<file path="src/sv/srr_pkg.sv">
// Shared types and constants for the selective-repeat reorder receiver.
package srr_pkg;

  localparam int unsigned SEQ_W   = 8;
  localparam int unsigned LEN_W   = 10;
  localparam int unsigned TS_W    = 32;
  localparam int unsigned HDL_W   = 16;
  localparam int unsigned ENTRY_W = HDL_W + LEN_W;

  localparam logic [3:0] ST_IN_ORDER   = 4'd0;
  localparam logic [3:0] ST_PARKED     = 4'd1;
  localparam logic [3:0] ST_DUPLICATE  = 4'd2;
  localparam logic [3:0] ST_OUTSIDE    = 4'd3;
  localparam logic [3:0] ST_QUEUE_FULL = 4'd4;
  localparam logic [3:0] ST_OVERSIZE   = 4'd5;
  localparam logic [3:0] ST_POPPED     = 4'd6;
  localparam logic [3:0] ST_POP_EMPTY  = 4'd7;
  localparam logic [3:0] ST_WIN_FULL   = 4'd8;

  localparam logic KIND_DATA = 1'b0;
  localparam logic KIND_POP  = 1'b1;

  // Pre-classified command handed from the front to the back.
  typedef struct packed {
    logic              kind;
    logic              oversize;
    logic [SEQ_W-1:0]  seq;
    logic [LEN_W-1:0]  len;
    logic [TS_W-1:0]   ts;
    logic [HDL_W-1:0]  handle;
  } srr_cmd_t;

endpackage

</file>
<file path="src/sv/srr_if.sv">
// Handshake channel interfaces for input and result transactions.
interface srr_in_if;
  logic        valid;
  logic        ready;
  logic        kind;
  logic [7:0]  seq_number;
  logic [9:0]  payload_length;
  logic [31:0] sender_timestamp;
  logic [15:0] packet_handle;

  modport source (output valid, kind, seq_number, payload_length, sender_timestamp,
                  packet_handle, input ready);
  modport sink   (input valid, kind, seq_number, payload_length, sender_timestamp,
                  packet_handle, output ready);
endinterface

interface srr_out_if;
  logic        valid;
  logic        ready;
  logic [3:0]  status;
  logic        ack_valid;
  logic [7:0]  ack_seq_number;
  logic [5:0]  ack_window;
  logic [31:0] ack_timestamp;
  logic [5:0]  released_count;
  logic [15:0] out_handle;
  logic [9:0]  out_length;
  logic        out_eof;

  modport source (output valid, status, ack_valid, ack_seq_number, ack_window,
                  ack_timestamp, released_count, out_handle, out_length, out_eof,
                  input ready);
  modport sink   (input valid, status, ack_valid, ack_seq_number, ack_window,
                  ack_timestamp, released_count, out_handle, out_length, out_eof,
                  output ready);
endinterface

</file>
<file path="src/sv/srr_ram.sv">
// Generic single-write, single-read RAM with registered read data.
module srr_ram #(
  parameter int unsigned WIDTH = 26,
  parameter int unsigned DEPTH = 32
) (
  input  logic                     clk,
  input  logic                     we,
  input  logic [$clog2(DEPTH)-1:0] waddr,
  input  logic [WIDTH-1:0]         wdata,
  input  logic [$clog2(DEPTH)-1:0] raddr,
  output logic [WIDTH-1:0]         rdata
);
  logic [WIDTH-1:0] mem [DEPTH];

  always_ff @(posedge clk) begin
    if (we) begin
      mem[waddr] <= wdata;
    end
    rdata <= mem[raddr];
  end
endmodule

</file>
<file path="src/sv/srr_front.sv">
// Front end: accepts transactions, reduces sequence, flags oversize, 2-entry queue.
module srr_front
  import srr_pkg::*;
#(
  parameter int unsigned SEQ_SPACE = 256
) (
  input  logic           clk,
  input  logic           rst_n,
  srr_in_if.sink         in_ch,
  input  logic           cfg_we,
  input  logic [9:0]     cfg_wdata,
  output logic           cmd_valid,
  input  logic           cmd_ready,
  output srr_cmd_t       cmd
);
  logic [9:0]       max_payload_r;
  srr_cmd_t         fifo_r [2];
  logic             wptr_r, rptr_r;
  logic [1:0]       cnt_r;
  logic [SEQ_W-1:0] seq_mod [256];
  logic             push, pop;
  srr_cmd_t         new_cmd;

  // sequence modulo table, constant
  for (genvar i = 0; i < 256; i++) begin : g_mod
    assign seq_mod[i] = SEQ_W'(i % SEQ_SPACE);
  end

  assign in_ch.ready = (cnt_r != 2'd2);
  assign push        = in_ch.valid && in_ch.ready;
  assign cmd_valid   = (cnt_r != 2'd0);
  assign pop         = cmd_valid && cmd_ready;
  assign cmd         = fifo_r[rptr_r];

  always_comb begin
    new_cmd.kind     = in_ch.kind;
    new_cmd.oversize = (in_ch.payload_length > max_payload_r);
    new_cmd.seq      = seq_mod[in_ch.seq_number];
    new_cmd.len      = in_ch.payload_length;
    new_cmd.ts       = in_ch.sender_timestamp;
    new_cmd.handle   = in_ch.packet_handle;
  end

  always_ff @(posedge clk) begin
    if (push) begin
      fifo_r[wptr_r] <= new_cmd;
    end
    if (!rst_n) begin
      max_payload_r <= 10'd512;
      wptr_r        <= 1'b0;
      rptr_r        <= 1'b0;
      cnt_r         <= 2'd0;
    end else begin
      if (cfg_we) begin
        max_payload_r <= cfg_wdata;
      end
      if (push) begin
        wptr_r <= ~wptr_r;
      end
      if (pop) begin
        rptr_r <= ~rptr_r;
      end
      cnt_r <= cnt_r + {1'b0, push} - {1'b0, pop};
    end
  end
endmodule

</file>
<file path="src/sv/srr_back.sv">
// Back end: window and write-out queue state, drain sequencer, result register.
module srr_back
  import srr_pkg::*;
#(
  parameter int unsigned WINDOW_DEPTH = 32,
  parameter int unsigned QUEUE_DEPTH  = 64,
  parameter int unsigned SEQ_SPACE    = 256
) (
  input  logic      clk,
  input  logic      rst_n,
  input  logic      cmd_valid,
  output logic      cmd_ready,
  input  srr_cmd_t  cmd,
  srr_out_if.source out_ch
);
  localparam int unsigned WAW = $clog2(WINDOW_DEPTH);
  localparam int unsigned WCW = $clog2(WINDOW_DEPTH + 1);
  localparam int unsigned QAW = $clog2(QUEUE_DEPTH);
  localparam logic [WCW-1:0]   WDEPTH  = WCW'(WINDOW_DEPTH);
  localparam logic [QAW-1:0]   QLAST   = QAW'(QUEUE_DEPTH - 1);
  localparam logic [QAW:0]     QDEPTH  = (QAW+1)'(QUEUE_DEPTH);
  localparam logic [WAW:0]     WDEPTHA = (WAW+1)'(WINDOW_DEPTH);
  localparam logic [SEQ_W-1:0] SLAST   = SEQ_W'(SEQ_SPACE - 1);
  localparam logic [9:0]       SSPACE  = 10'(SEQ_SPACE);

  typedef enum logic [5:0] {
    S_IDLE  = 6'b000001,
    S_CLASS = 6'b000010,
    S_POPW  = 6'b000100,
    S_DRD   = 6'b001000,
    S_DWR   = 6'b010000,
    S_FIN   = 6'b100000
  } state_t;

  state_t                state_r, state_nxt;
  srr_cmd_t              cur_r, cur_nxt;
  logic [SEQ_W-1:0]      exp_r, exp_nxt;
  logic [WAW-1:0]        base_r, base_nxt;
  logic [WINDOW_DEPTH-1:0] occ_r, occ_nxt;
  logic [WCW-1:0]        wcnt_r, wcnt_nxt;
  logic [QAW-1:0]        qhead_r, qhead_nxt;
  logic [QAW-1:0]        qcnt_r, qcnt_nxt;
  logic [TS_W-1:0]       ts_r, ts_nxt;
  logic [3:0]            stat_r, stat_nxt;
  logic                  ack_r, ack_nxt;
  logic [WCW-1:0]        rel_r, rel_nxt;
  logic [ENTRY_W-1:0]    pop_r, pop_nxt;
  logic                  res_valid_r, res_valid_nxt;
  logic [3:0]            res_status_r, res_status_nxt;
  logic                  res_ack_r, res_ack_nxt;
  logic [SEQ_W-1:0]      res_seq_r, res_seq_nxt;
  logic [5:0]            res_win_r, res_win_nxt;
  logic [TS_W-1:0]       res_ts_r, res_ts_nxt;
  logic [5:0]            res_rel_r, res_rel_nxt;
  logic [ENTRY_W-1:0]    res_pop_r, res_pop_nxt;

  logic                  wr_we, q_we;
  logic [WAW-1:0]        wr_waddr, wr_raddr;
  logic [QAW-1:0]        q_waddr;
  logic [ENTRY_W-1:0]    q_wdata, wr_rdata, q_rdata;
  logic [SEQ_W-1:0]      exp_inc;
  logic [QAW-1:0]        qtail;
  logic [QAW:0]          qsum;
  logic [9:0]            seq_off, dtmp;
  logic [WAW:0]          ssum;
  logic [WAW-1:0]        slot, base_inc;
  logic                  q_room;

  srr_ram #(.WIDTH(ENTRY_W), .DEPTH(WINDOW_DEPTH)) u_win_ram (
    .clk(clk), .we(wr_we), .waddr(wr_waddr), .wdata({cur_r.handle, cur_r.len}),
    .raddr(wr_raddr), .rdata(wr_rdata)
  );

  srr_ram #(.WIDTH(ENTRY_W), .DEPTH(QUEUE_DEPTH)) u_q_ram (
    .clk(clk), .we(q_we), .waddr(q_waddr), .wdata(q_wdata),
    .raddr(qhead_r), .rdata(q_rdata)
  );

  always_comb begin
    exp_inc  = (exp_r == SLAST) ? '0 : exp_r + SEQ_W'(1);
    base_inc = (base_r == WAW'(WINDOW_DEPTH - 1)) ? '0 : base_r + WAW'(1);
    qsum     = {1'b0, qhead_r} + {1'b0, qcnt_r};
    qtail    = (qsum >= QDEPTH) ? QAW'(qsum - QDEPTH) : qsum[QAW-1:0];
    q_room   = (qcnt_r < QLAST);
    dtmp     = {2'b00, cur_r.seq} - {2'b00, exp_r} - 10'd1;
    seq_off  = dtmp[9] ? dtmp + SSPACE : dtmp;
    ssum     = {1'b0, base_r} + {1'b0, seq_off[WAW-1:0]};
    slot     = (ssum >= WDEPTHA) ? WAW'(ssum - WDEPTHA) : ssum[WAW-1:0];
  end

  assign cmd_ready = (state_r == S_IDLE) && !res_valid_r;

  always_comb begin
    state_nxt = state_r;
    cur_nxt   = cur_r;
    exp_nxt   = exp_r;
    base_nxt  = base_r;
    occ_nxt   = occ_r;
    wcnt_nxt  = wcnt_r;
    qhead_nxt = qhead_r;
    qcnt_nxt  = qcnt_r;
    ts_nxt    = ts_r;
    stat_nxt  = stat_r;
    ack_nxt   = ack_r;
    rel_nxt   = rel_r;
    pop_nxt   = pop_r;
    res_valid_nxt  = res_valid_r && !out_ch.ready;
    res_status_nxt = res_status_r;
    res_ack_nxt    = res_ack_r;
    res_seq_nxt    = res_seq_r;
    res_win_nxt    = res_win_r;
    res_ts_nxt     = res_ts_r;
    res_rel_nxt    = res_rel_r;
    res_pop_nxt    = res_pop_r;
    wr_we    = 1'b0;
    wr_waddr = slot;
    wr_raddr = base_r;
    q_we     = 1'b0;
    q_waddr  = qtail;
    q_wdata  = {cur_r.handle, cur_r.len};

    unique case (state_r)
      S_IDLE: begin
        if (cmd_valid && cmd_ready) begin
          cur_nxt   = cmd;
          ack_nxt   = 1'b0;
          rel_nxt   = '0;
          pop_nxt   = '0;
          state_nxt = S_CLASS;
        end
      end
      S_CLASS: begin
        state_nxt = S_FIN;
        if (cur_r.kind == KIND_POP) begin
          if (qcnt_r != '0) begin
            state_nxt = S_POPW;   // head entry read in flight
          end else begin
            stat_nxt = ST_POP_EMPTY;
          end
        end else if (cur_r.oversize) begin
          stat_nxt = ST_OVERSIZE;
        end else begin
          ts_nxt = cur_r.ts;
          if (cur_r.seq == exp_r) begin
            ack_nxt = 1'b1;
            if (q_room) begin
              q_we      = 1'b1;
              qcnt_nxt  = qcnt_r + QAW'(1);
              exp_nxt   = exp_inc;
              stat_nxt  = ST_IN_ORDER;
              state_nxt = S_DRD;
            end else begin
              stat_nxt = ST_QUEUE_FULL;
            end
          end else if (wcnt_r >= WDEPTH) begin
            stat_nxt = ST_WIN_FULL;
          end else begin
            ack_nxt = 1'b1;
            if (seq_off >= 10'(WINDOW_DEPTH)) begin
              stat_nxt = ST_OUTSIDE;
            end else if (occ_r[slot]) begin
              stat_nxt = ST_DUPLICATE;
            end else begin
              wr_we         = 1'b1;
              occ_nxt[slot] = 1'b1;
              wcnt_nxt      = wcnt_r + WCW'(1);
              stat_nxt      = ST_PARKED;
            end
          end
        end
      end
      S_POPW: begin
        pop_nxt   = q_rdata;
        qhead_nxt = (qhead_r == QLAST) ? '0 : qhead_r + QAW'(1);
        qcnt_nxt  = qcnt_r - QAW'(1);
        stat_nxt  = ST_POPPED;
        state_nxt = S_FIN;
      end
      S_DRD: begin
        // base points at the slot of the expected number
        if (occ_r[base_r] && q_room) begin
          state_nxt = S_DWR;
        end else begin
          if (occ_r[base_r]) begin
            occ_nxt[base_r] = 1'b0;   // blocked by full queue: discard
            wcnt_nxt        = wcnt_r - WCW'(1);
          end
          base_nxt  = base_inc;
          state_nxt = S_FIN;
        end
      end
      S_DWR: begin
        q_we            = 1'b1;
        q_wdata         = wr_rdata;
        qcnt_nxt        = qcnt_r + QAW'(1);
        occ_nxt[base_r] = 1'b0;
        wcnt_nxt        = wcnt_r - WCW'(1);
        base_nxt        = base_inc;
        exp_nxt         = exp_inc;
        rel_nxt         = rel_r + WCW'(1);
        state_nxt       = S_DRD;
      end
      S_FIN: begin
        res_valid_nxt  = 1'b1;
        res_status_nxt = stat_r;
        res_ack_nxt    = ack_r;
        res_seq_nxt    = ack_r ? exp_r : '0;
        res_win_nxt    = ack_r ? 6'(WDEPTH - wcnt_r) : '0;
        res_ts_nxt     = ack_r ? ts_r : '0;
        res_rel_nxt    = 6'(rel_r);
        res_pop_nxt    = pop_r;
        state_nxt      = S_IDLE;
      end
      default: state_nxt = S_IDLE;
    endcase
  end

  always_ff @(posedge clk) begin
    cur_r        <= cur_nxt;
    stat_r       <= stat_nxt;
    ack_r        <= ack_nxt;
    rel_r        <= rel_nxt;
    pop_r        <= pop_nxt;
    res_status_r <= res_status_nxt;
    res_ack_r    <= res_ack_nxt;
    res_seq_r    <= res_seq_nxt;
    res_win_r    <= res_win_nxt;
    res_ts_r     <= res_ts_nxt;
    res_rel_r    <= res_rel_nxt;
    res_pop_r    <= res_pop_nxt;
    if (!rst_n) begin
      state_r     <= S_IDLE;
      exp_r       <= '0;
      base_r      <= '0;
      occ_r       <= '0;
      wcnt_r      <= '0;
      qhead_r     <= '0;
      qcnt_r      <= '0;
      ts_r        <= '0;
      res_valid_r <= 1'b0;
    end else begin
      state_r     <= state_nxt;
      exp_r       <= exp_nxt;
      base_r      <= base_nxt;
      occ_r       <= occ_nxt;
      wcnt_r      <= wcnt_nxt;
      qhead_r     <= qhead_nxt;
      qcnt_r      <= qcnt_nxt;
      ts_r        <= ts_nxt;
      res_valid_r <= res_valid_nxt;
    end
  end

  assign out_ch.valid          = res_valid_r;
  assign out_ch.status         = res_status_r;
  assign out_ch.ack_valid      = res_ack_r;
  assign out_ch.ack_seq_number = res_seq_r;
  assign out_ch.ack_window     = res_win_r;
  assign out_ch.ack_timestamp  = res_ts_r;
  assign out_ch.released_count = res_rel_r;
  assign out_ch.out_handle     = res_pop_r[ENTRY_W-1:LEN_W];
  assign out_ch.out_length     = res_pop_r[LEN_W-1:0];
  assign out_ch.out_eof        = (res_status_r == ST_POPPED) && (res_pop_r[LEN_W-1:0] == '0);
endmodule

</file>
<file path="src/sv/selective_repeat_reorder_receiver_unit.sv">
// Top level of the selective-repeat reorder receiver.
//
// Receive side of a selective-repeat window. Each input transaction is a data packet
// descriptor or a pop request; each produces exactly one result transaction. A front
// stage registers the transaction in a two-entry queue, reducing the sequence number
// and checking the length against max_payload; a back sequencer owns the reorder
// window and the write-out queue (both in RAM) and holds the result in an output
// register. A pop on an empty queue, refused and parked packets pass the classify and
// finish states; a pop that returns a packet adds a state for the queue RAM read; an
// in-order packet adds a window read state, and a write and a read state per parked
// packet it releases, set by the one-read window RAM feeding the queue RAM. The next
// transaction starts only after the result register has been accepted.
// cfg_we/cfg_wdata write max_payload (reset 512); write it only while idle.
module selective_repeat_reorder_receiver_unit
  import srr_pkg::*;
#(
  parameter int unsigned WINDOW_DEPTH = 32,
  parameter int unsigned QUEUE_DEPTH  = 64,
  parameter int unsigned SEQ_SPACE    = 256
) (
  input  logic       clk,
  input  logic       rst_n,
  srr_in_if.sink     in_ch,
  srr_out_if.source  out_ch,
  input  logic       cfg_we,
  input  logic [9:0] cfg_wdata
);
  logic     cmd_valid;
  logic     cmd_ready;
  srr_cmd_t cmd;

  // accept and pre-classify
  srr_front #(.SEQ_SPACE(SEQ_SPACE)) u_front (
    .clk(clk), .rst_n(rst_n), .in_ch(in_ch), .cfg_we(cfg_we), .cfg_wdata(cfg_wdata),
    .cmd_valid(cmd_valid), .cmd_ready(cmd_ready), .cmd(cmd)
  );

  // window, queue, release sequencing, result register
  srr_back #(
    .WINDOW_DEPTH(WINDOW_DEPTH), .QUEUE_DEPTH(QUEUE_DEPTH), .SEQ_SPACE(SEQ_SPACE)
  ) u_back (
    .clk(clk), .rst_n(rst_n), .cmd_valid(cmd_valid), .cmd_ready(cmd_ready),
    .cmd(cmd), .out_ch(out_ch)
  );
endmodule

</file>
<file path="src/flat_wrapper.sv">
// flat-port wrapper written by rule: the top's interface ports become plain ports
module selective_repeat_reorder_receiver_unit_flat import srr_pkg::*;
#(
  parameter int unsigned WINDOW_DEPTH = 32,
  parameter int unsigned QUEUE_DEPTH  = 64,
  parameter int unsigned SEQ_SPACE    = 256
)
  (clk, rst_n, cfg_we, cfg_wdata, in_ch_valid, in_ch_kind, in_ch_seq_number, in_ch_payload_length, in_ch_sender_timestamp, in_ch_packet_handle, in_ch_ready, out_ch_valid, out_ch_status, out_ch_ack_valid, out_ch_ack_seq_number, out_ch_ack_window, out_ch_ack_timestamp, out_ch_released_count, out_ch_out_handle, out_ch_out_length, out_ch_out_eof, out_ch_ready);
  srr_in_if in_ch_i ();
  srr_out_if out_ch_i ();
  input  logic clk;
  input  logic rst_n;
  input  logic cfg_we;
  input  logic [9:0] cfg_wdata;
  input wire logic [$bits(in_ch_i.valid)-1:0] in_ch_valid;
  input wire logic [$bits(in_ch_i.kind)-1:0] in_ch_kind;
  input wire logic [$bits(in_ch_i.seq_number)-1:0] in_ch_seq_number;
  input wire logic [$bits(in_ch_i.payload_length)-1:0] in_ch_payload_length;
  input wire logic [$bits(in_ch_i.sender_timestamp)-1:0] in_ch_sender_timestamp;
  input wire logic [$bits(in_ch_i.packet_handle)-1:0] in_ch_packet_handle;
  output wire logic [$bits(in_ch_i.ready)-1:0] in_ch_ready;
  output wire logic [$bits(out_ch_i.valid)-1:0] out_ch_valid;
  output wire logic [$bits(out_ch_i.status)-1:0] out_ch_status;
  output wire logic [$bits(out_ch_i.ack_valid)-1:0] out_ch_ack_valid;
  output wire logic [$bits(out_ch_i.ack_seq_number)-1:0] out_ch_ack_seq_number;
  output wire logic [$bits(out_ch_i.ack_window)-1:0] out_ch_ack_window;
  output wire logic [$bits(out_ch_i.ack_timestamp)-1:0] out_ch_ack_timestamp;
  output wire logic [$bits(out_ch_i.released_count)-1:0] out_ch_released_count;
  output wire logic [$bits(out_ch_i.out_handle)-1:0] out_ch_out_handle;
  output wire logic [$bits(out_ch_i.out_length)-1:0] out_ch_out_length;
  output wire logic [$bits(out_ch_i.out_eof)-1:0] out_ch_out_eof;
  input wire logic [$bits(out_ch_i.ready)-1:0] out_ch_ready;
  assign in_ch_i.valid = in_ch_valid;
  assign in_ch_i.kind = in_ch_kind;
  assign in_ch_i.seq_number = in_ch_seq_number;
  assign in_ch_i.payload_length = in_ch_payload_length;
  assign in_ch_i.sender_timestamp = in_ch_sender_timestamp;
  assign in_ch_i.packet_handle = in_ch_packet_handle;
  assign in_ch_ready = in_ch_i.ready;
  assign out_ch_valid = out_ch_i.valid;
  assign out_ch_status = out_ch_i.status;
  assign out_ch_ack_valid = out_ch_i.ack_valid;
  assign out_ch_ack_seq_number = out_ch_i.ack_seq_number;
  assign out_ch_ack_window = out_ch_i.ack_window;
  assign out_ch_ack_timestamp = out_ch_i.ack_timestamp;
  assign out_ch_released_count = out_ch_i.released_count;
  assign out_ch_out_handle = out_ch_i.out_handle;
  assign out_ch_out_length = out_ch_i.out_length;
  assign out_ch_out_eof = out_ch_i.out_eof;
  assign out_ch_i.ready = out_ch_ready;
  selective_repeat_reorder_receiver_unit #(.WINDOW_DEPTH(WINDOW_DEPTH), .QUEUE_DEPTH(QUEUE_DEPTH), .SEQ_SPACE(SEQ_SPACE)) u_core (.clk(clk), .rst_n(rst_n), .in_ch(in_ch_i), .out_ch(out_ch_i), .cfg_we(cfg_we), .cfg_wdata(cfg_wdata));
endmodule
</file>
<file path="config.mk">
export PLATFORM = sky130hd
export DESIGN_NAME = selective_repeat_reorder_receiver_unit_flat
export DESIGN_NICKNAME = d
export VERILOG_FILES = /design/src/sv/srr_pkg.sv /design/src/sv/srr_if.sv /design/src/sv/srr_ram.sv /design/src/sv/srr_front.sv /design/src/sv/srr_back.sv /design/src/sv/selective_repeat_reorder_receiver_unit.sv /design/src/flat_wrapper.sv
export SDC_FILE = /design/constraint.sdc
export NUM_CORES = 2
export LEC_CHECK = 0
export BUFFER_PORTS_ARGS = -buffer_cell sky130_fd_sc_hd__buf_2
export CORE_MARGIN = 5
export CORE_UTILIZATION = 62
export CTS_CLUSTER_DIAMETER = 30
export DETAILED_ROUTE_END_ITERATION = 6
export GPL_TIMING_DRIVEN = 0
export HOLD_SLACK_MARGIN = 0.03
export PLACE_DENSITY_LB_ADDON = 0.2
export SLEW_MARGIN = 0
export SYNTH_ARGS = -nofsm -noshare
export SYNTH_HDL_FRONTEND = slang
export SYNTH_SLANG_ARGS = --single-unit
</file>
<file path="constraint.sdc">
create_clock -name clk -period 7.23 [get_ports clk]
set_input_delay 0.3615 -clock clk [delete_from_list [all_inputs] [get_ports clk]]
set_output_delay 0.3615 -clock clk [all_outputs]
set_load 0.01 [all_outputs]
</file>
==> run_results.csv <==
group,metric,value,unit
sta,period_share,0.948,
cts,htreeDepth,6,
job,max_cap_violations,3,
cts,clk_pin_slew,0.05,ns
die,die_x,438,um
die,pin_count,168,
drt,remaining_drc_errors,1,
synthesis,synth_mux_area_frac,0.164,
global_route,antenna_found_initial,40,
cts,cts_tree,"yes",
sta,rsz0062_at_grt,"false",
status,violations,"design-rule violations, max-capacitance violations, max-slew violations",
critical_path,r2r_cells,14,
cts,cts_buffers,535,
synthesis,synth.yosys.warnings,0,
critical_path,end_kind,"flip-flop",
status,status,"finished, violations left",
synthesis,synth-compound-area-share,0.0170,
drt,vias_per_cell,7.15,
synthesis,synth_edf_count,2820,
cts,cts-root-buf,"clkbuf_16",
critical_path,worstSetupStartpoint,"u_core.u_back.base_r[1]$_SDFFE_PN0P_",
critical_path,worstPathArrival,7.47,ns
critical_path,max_stage_delay,0.75,ns
place,gp_congestion,0.877,
die,num_rows,157,
worst_hold_path,hold_class,"input pin to flip-flop",
synthesis,ys_ff_latch,2988,
critical_path,timing.rr.start,"u_core.u_back.base_r[1]$_SDFFE_PN0P_",
critical_path,critPathRequiredTime,7.85,ns
drt,drt_iter0_drc,11207,
critical_path,crit_slowest_cell,"fa_1",
sta,hold_viol,0,
drt,postRouteAntennaNets,0,
pwr,peakVddDrop,445,uV
drt,wl_per_cell,39.4,um
critical_path,worstSetupPathType,"flip-flop to flip-flop",
worst_hold_path,holdCritStartpoint,"in_ch_packet_handle[5]",
sta,slew_headroom,-0.0450,
synthesis,synthXorXnorAreaFrac,0.00432,
place,place_inst,7777,
synthesis,synthAdderAreaFrac,0.00606,
place,numPortBuffers,167,
synthesis,synth_top_family_by_area,"multiplexers",
synthesis,syn_avg_cell_area,22.1,um^2
synthesis,synth-simple-area-share,0.0229,
sta,whs,0.136,ns
sta,finalSetupViolCount,0,
critical_path,cp-start-kind,"flip-flop",
cts,clockBufferDepth,4,
global_route,grt_pass1_vias,64893,
drt,wirelength,349000,um
sta,worst_pin_slew,1.57,ns
synthesis,ys.flop_type,"edfxtp_1",
cells_and_area,drive_above_1_share,0.321,
die,die_area,0.192,mm^2
cells_and_area,fin_nets,6172,
die,die_height,438,um
cells_and_area,stdcell_count,8846,
global_route,grt_use_total,0.367,
critical_path,crit_chain,"clkbuf_2 > clkbuf_2 > buf_2 > inv_1 > fa_1 > clkbuf_1 > mux4_2 > mux4_2 > mux2i_4 > nand3_2 > or3b_1 > clkbuf_1 > nor2_4 > buf_12",
sta,fin_skew,0.0708,ns
drt,vias,63211,
cells_and_area,final_cell_mix,"2820 x edfxtp_1, 764 x mux4_2, 560 x clkbuf_16",
global_route,grt_pass1_wl,489000,um
sta,finalCriticalPeriod,6.85,ns
global_route,grt_max_degree,65,
place,dpl.hpwl,185000,um
synthesis,synth_cell_types,65,
synthesis,ys_seq_area_frac,0.776,
die,core,0.183,mm^2
critical_path,crit_fanout,17,
worst_hold_path,min_path_cells,2,
cts,clk_latency,0.98,ns
pwr,p_per_area,357,mW/mm^2
die,initial_core_util,0.621,
sta,slew_viol_final,65,
cts,clock_sinks,2988,
synthesis,synthArstFlopShare,0,
synthesis,netlist_area,0.114,mm^2
drt,drt-pass1-iter-count,7,
cells_and_area,area_growth,22.6,%
sta,fmax,0.146,GHz
cells_and_area,final_common_cell,"edfxtp_1",
synthesis,syn_inst,5131,
pwr,p_leak,44.3,nW
synthesis,synth_nets,5265,
global_route,gr-total-overflow,0,
-- logic make-up after synthesis --
group,after synthesis
xor+xnor,53
compound gates,291
flops,2988
simple gates,551
mux,888
buf+inv,308
fa+ha+maj,52
-- cell usage after synthesis (all sizes together), types with 3 or more instances --
cell | number | share of area
mux2i | 15 | 0.0014
clkbuf | 176 | 0.0058
nand3b | 6 | 0.00040
a21oi | 66 | 0.0029
or3 | 3 | 0.00017
xnor2 | 36 | 0.0030
o21ai | 14 | 0.00062
edfxtp | 2820 | 0.75
nand3 | 22 | 0.0010
dfxtp | 168 | 0.030
mux2 | 109 | 0.011
buf | 88 | 0.0030
ha | 47 | 0.0052
and3 | 6 | 0.00033
a22oi | 110 | 0.0073
nand2b | 11 | 0.00061
nor2 | 205 | 0.0068
nor4 | 6 | 0.00033
nor3b | 4 | 0.00026
or3b | 4 | 0.00031
fa | 5 | 0.00088
nor2b | 6 | 0.00033
nor3 | 8 | 0.00035
xor2 | 17 | 0.0013
nand4 | 34 | 0.0019
mux4 | 764 | 0.15
a21o | 8 | 0.00053
a31oi | 66 | 0.0036
and2 | 80 | 0.0044
o21bai | 5 | 0.00033
o21a | 3 | 0.00020
inv | 42 | 0.0014
nand2 | 144 | 0.0048
-- flip-flops by register name (all words and copies together) (netlist names), 8 cells and up --
register                             count
u_core.u_back.cur_r                     68
u_core.u_back.exp_r                      8
u_core.u_back.occ_r                     32
u_core.u_back.out_ch.ack_seq_number      8
u_core.u_back.out_ch.ack_timestamp      32
u_core.u_back.pop_r                     26
u_core.u_back.res_pop_r                 26
u_core.u_back.ts_r                      32
u_core.u_back.u_q_ram.mem             1664
u_core.u_back.u_q_ram.rdata             26
u_core.u_back.u_win_ram.mem            832
u_core.u_back.u_win_ram.rdata           26
u_core.u_front.fifo_r                  136
u_core.u_front.max_payload_r            10
-- final timing paths --
path | endpoint | slack, ns
setup / recovery | u_core.u_back.u_win_ram.mem[28][18]$_DFFE_PP_ | 0.38
hold / removal | u_core.u_front.fifo_r[0][5]$_DFFE_PP_ | 0.14
setup reg to reg | u_core.u_back.u_win_ram.mem[28][18]$_DFFE_PP_ | 0.38
hold reg to reg | u_core.u_back.res_pop_r[11]$_DFFE_PP_ | 0.41
-- critical path, delay by kind of cell, from the launching register on --
family | cells | cell delay (ns)
mux | 3 | 1.18
flops | 1 | 0.46
simple gates | 3 | 1.21
buf+inv | 7 | 2.86
fa+ha+maj | 1 | 0.75
-- power by group --
group	switching (W)	internal [W]
combinational	0.00251	0.000559
sequential	0.000682	0.0212
clock	0.00867	0.0161
-- per-layer routing --
layer,up-vias,GRT usage,wire length [um]
met5,-,0,123
met4,18,0.228,26500
met3,1443,0.116,46300
met2,5998,0.570,166000
met1,32258,0.458,110000
li1,23494,-,-
-- timing repair --
item / CTS / global route
endpoints found under the setup margin: 819 / 437
setup buffers: 23 / 3
hold buffers: 80 / 0
gates resized for setup: 1 / 6
endpoints found under the hold margin: 178 / 0
pin swaps: 11 / 3
-- per-stage QoR --
| stage | util | setup slack, ns | TNS, ns | power [W] | instance area [um^2] |
|---|---|---|---|---|---|
| detailed placement | 0.658 | -0.445 | -143.95 | 0.0250 | 120000 |
| finish | 0.762 | 0.375 | 0 | 0.0496 | 139000 |
| floorplan | - | 1.49 | 0 | 0.0232 | 114000 |
| global placement | 0.642 | -2.21 | -1671.16 | 0.0246 | 117000 |
| global route | 0.762 | 0.265 | 0 | 0.0507 | 139000 |
| CTS | 0.761 | 0.00403 | 0 | 0.0494 | 139000 |
-- cell type report --
class / instances / area [um^2]
Sequential cell: 2988 / 88000
Fill cell: 8843 / 43500
Multi-Input combinational cell: 1835 / 25100
Clock buffer: 653 / 14400
Timing Repair Buffer: 370 / 4260
Clock inverter: 294 / 3080
Tap cell: 2385 / 2980
Buffer: 264 / 1010
Inverter: 44 / 168
Antenna cell: 13 / 32.5
(Power assumes the default switching activity.)
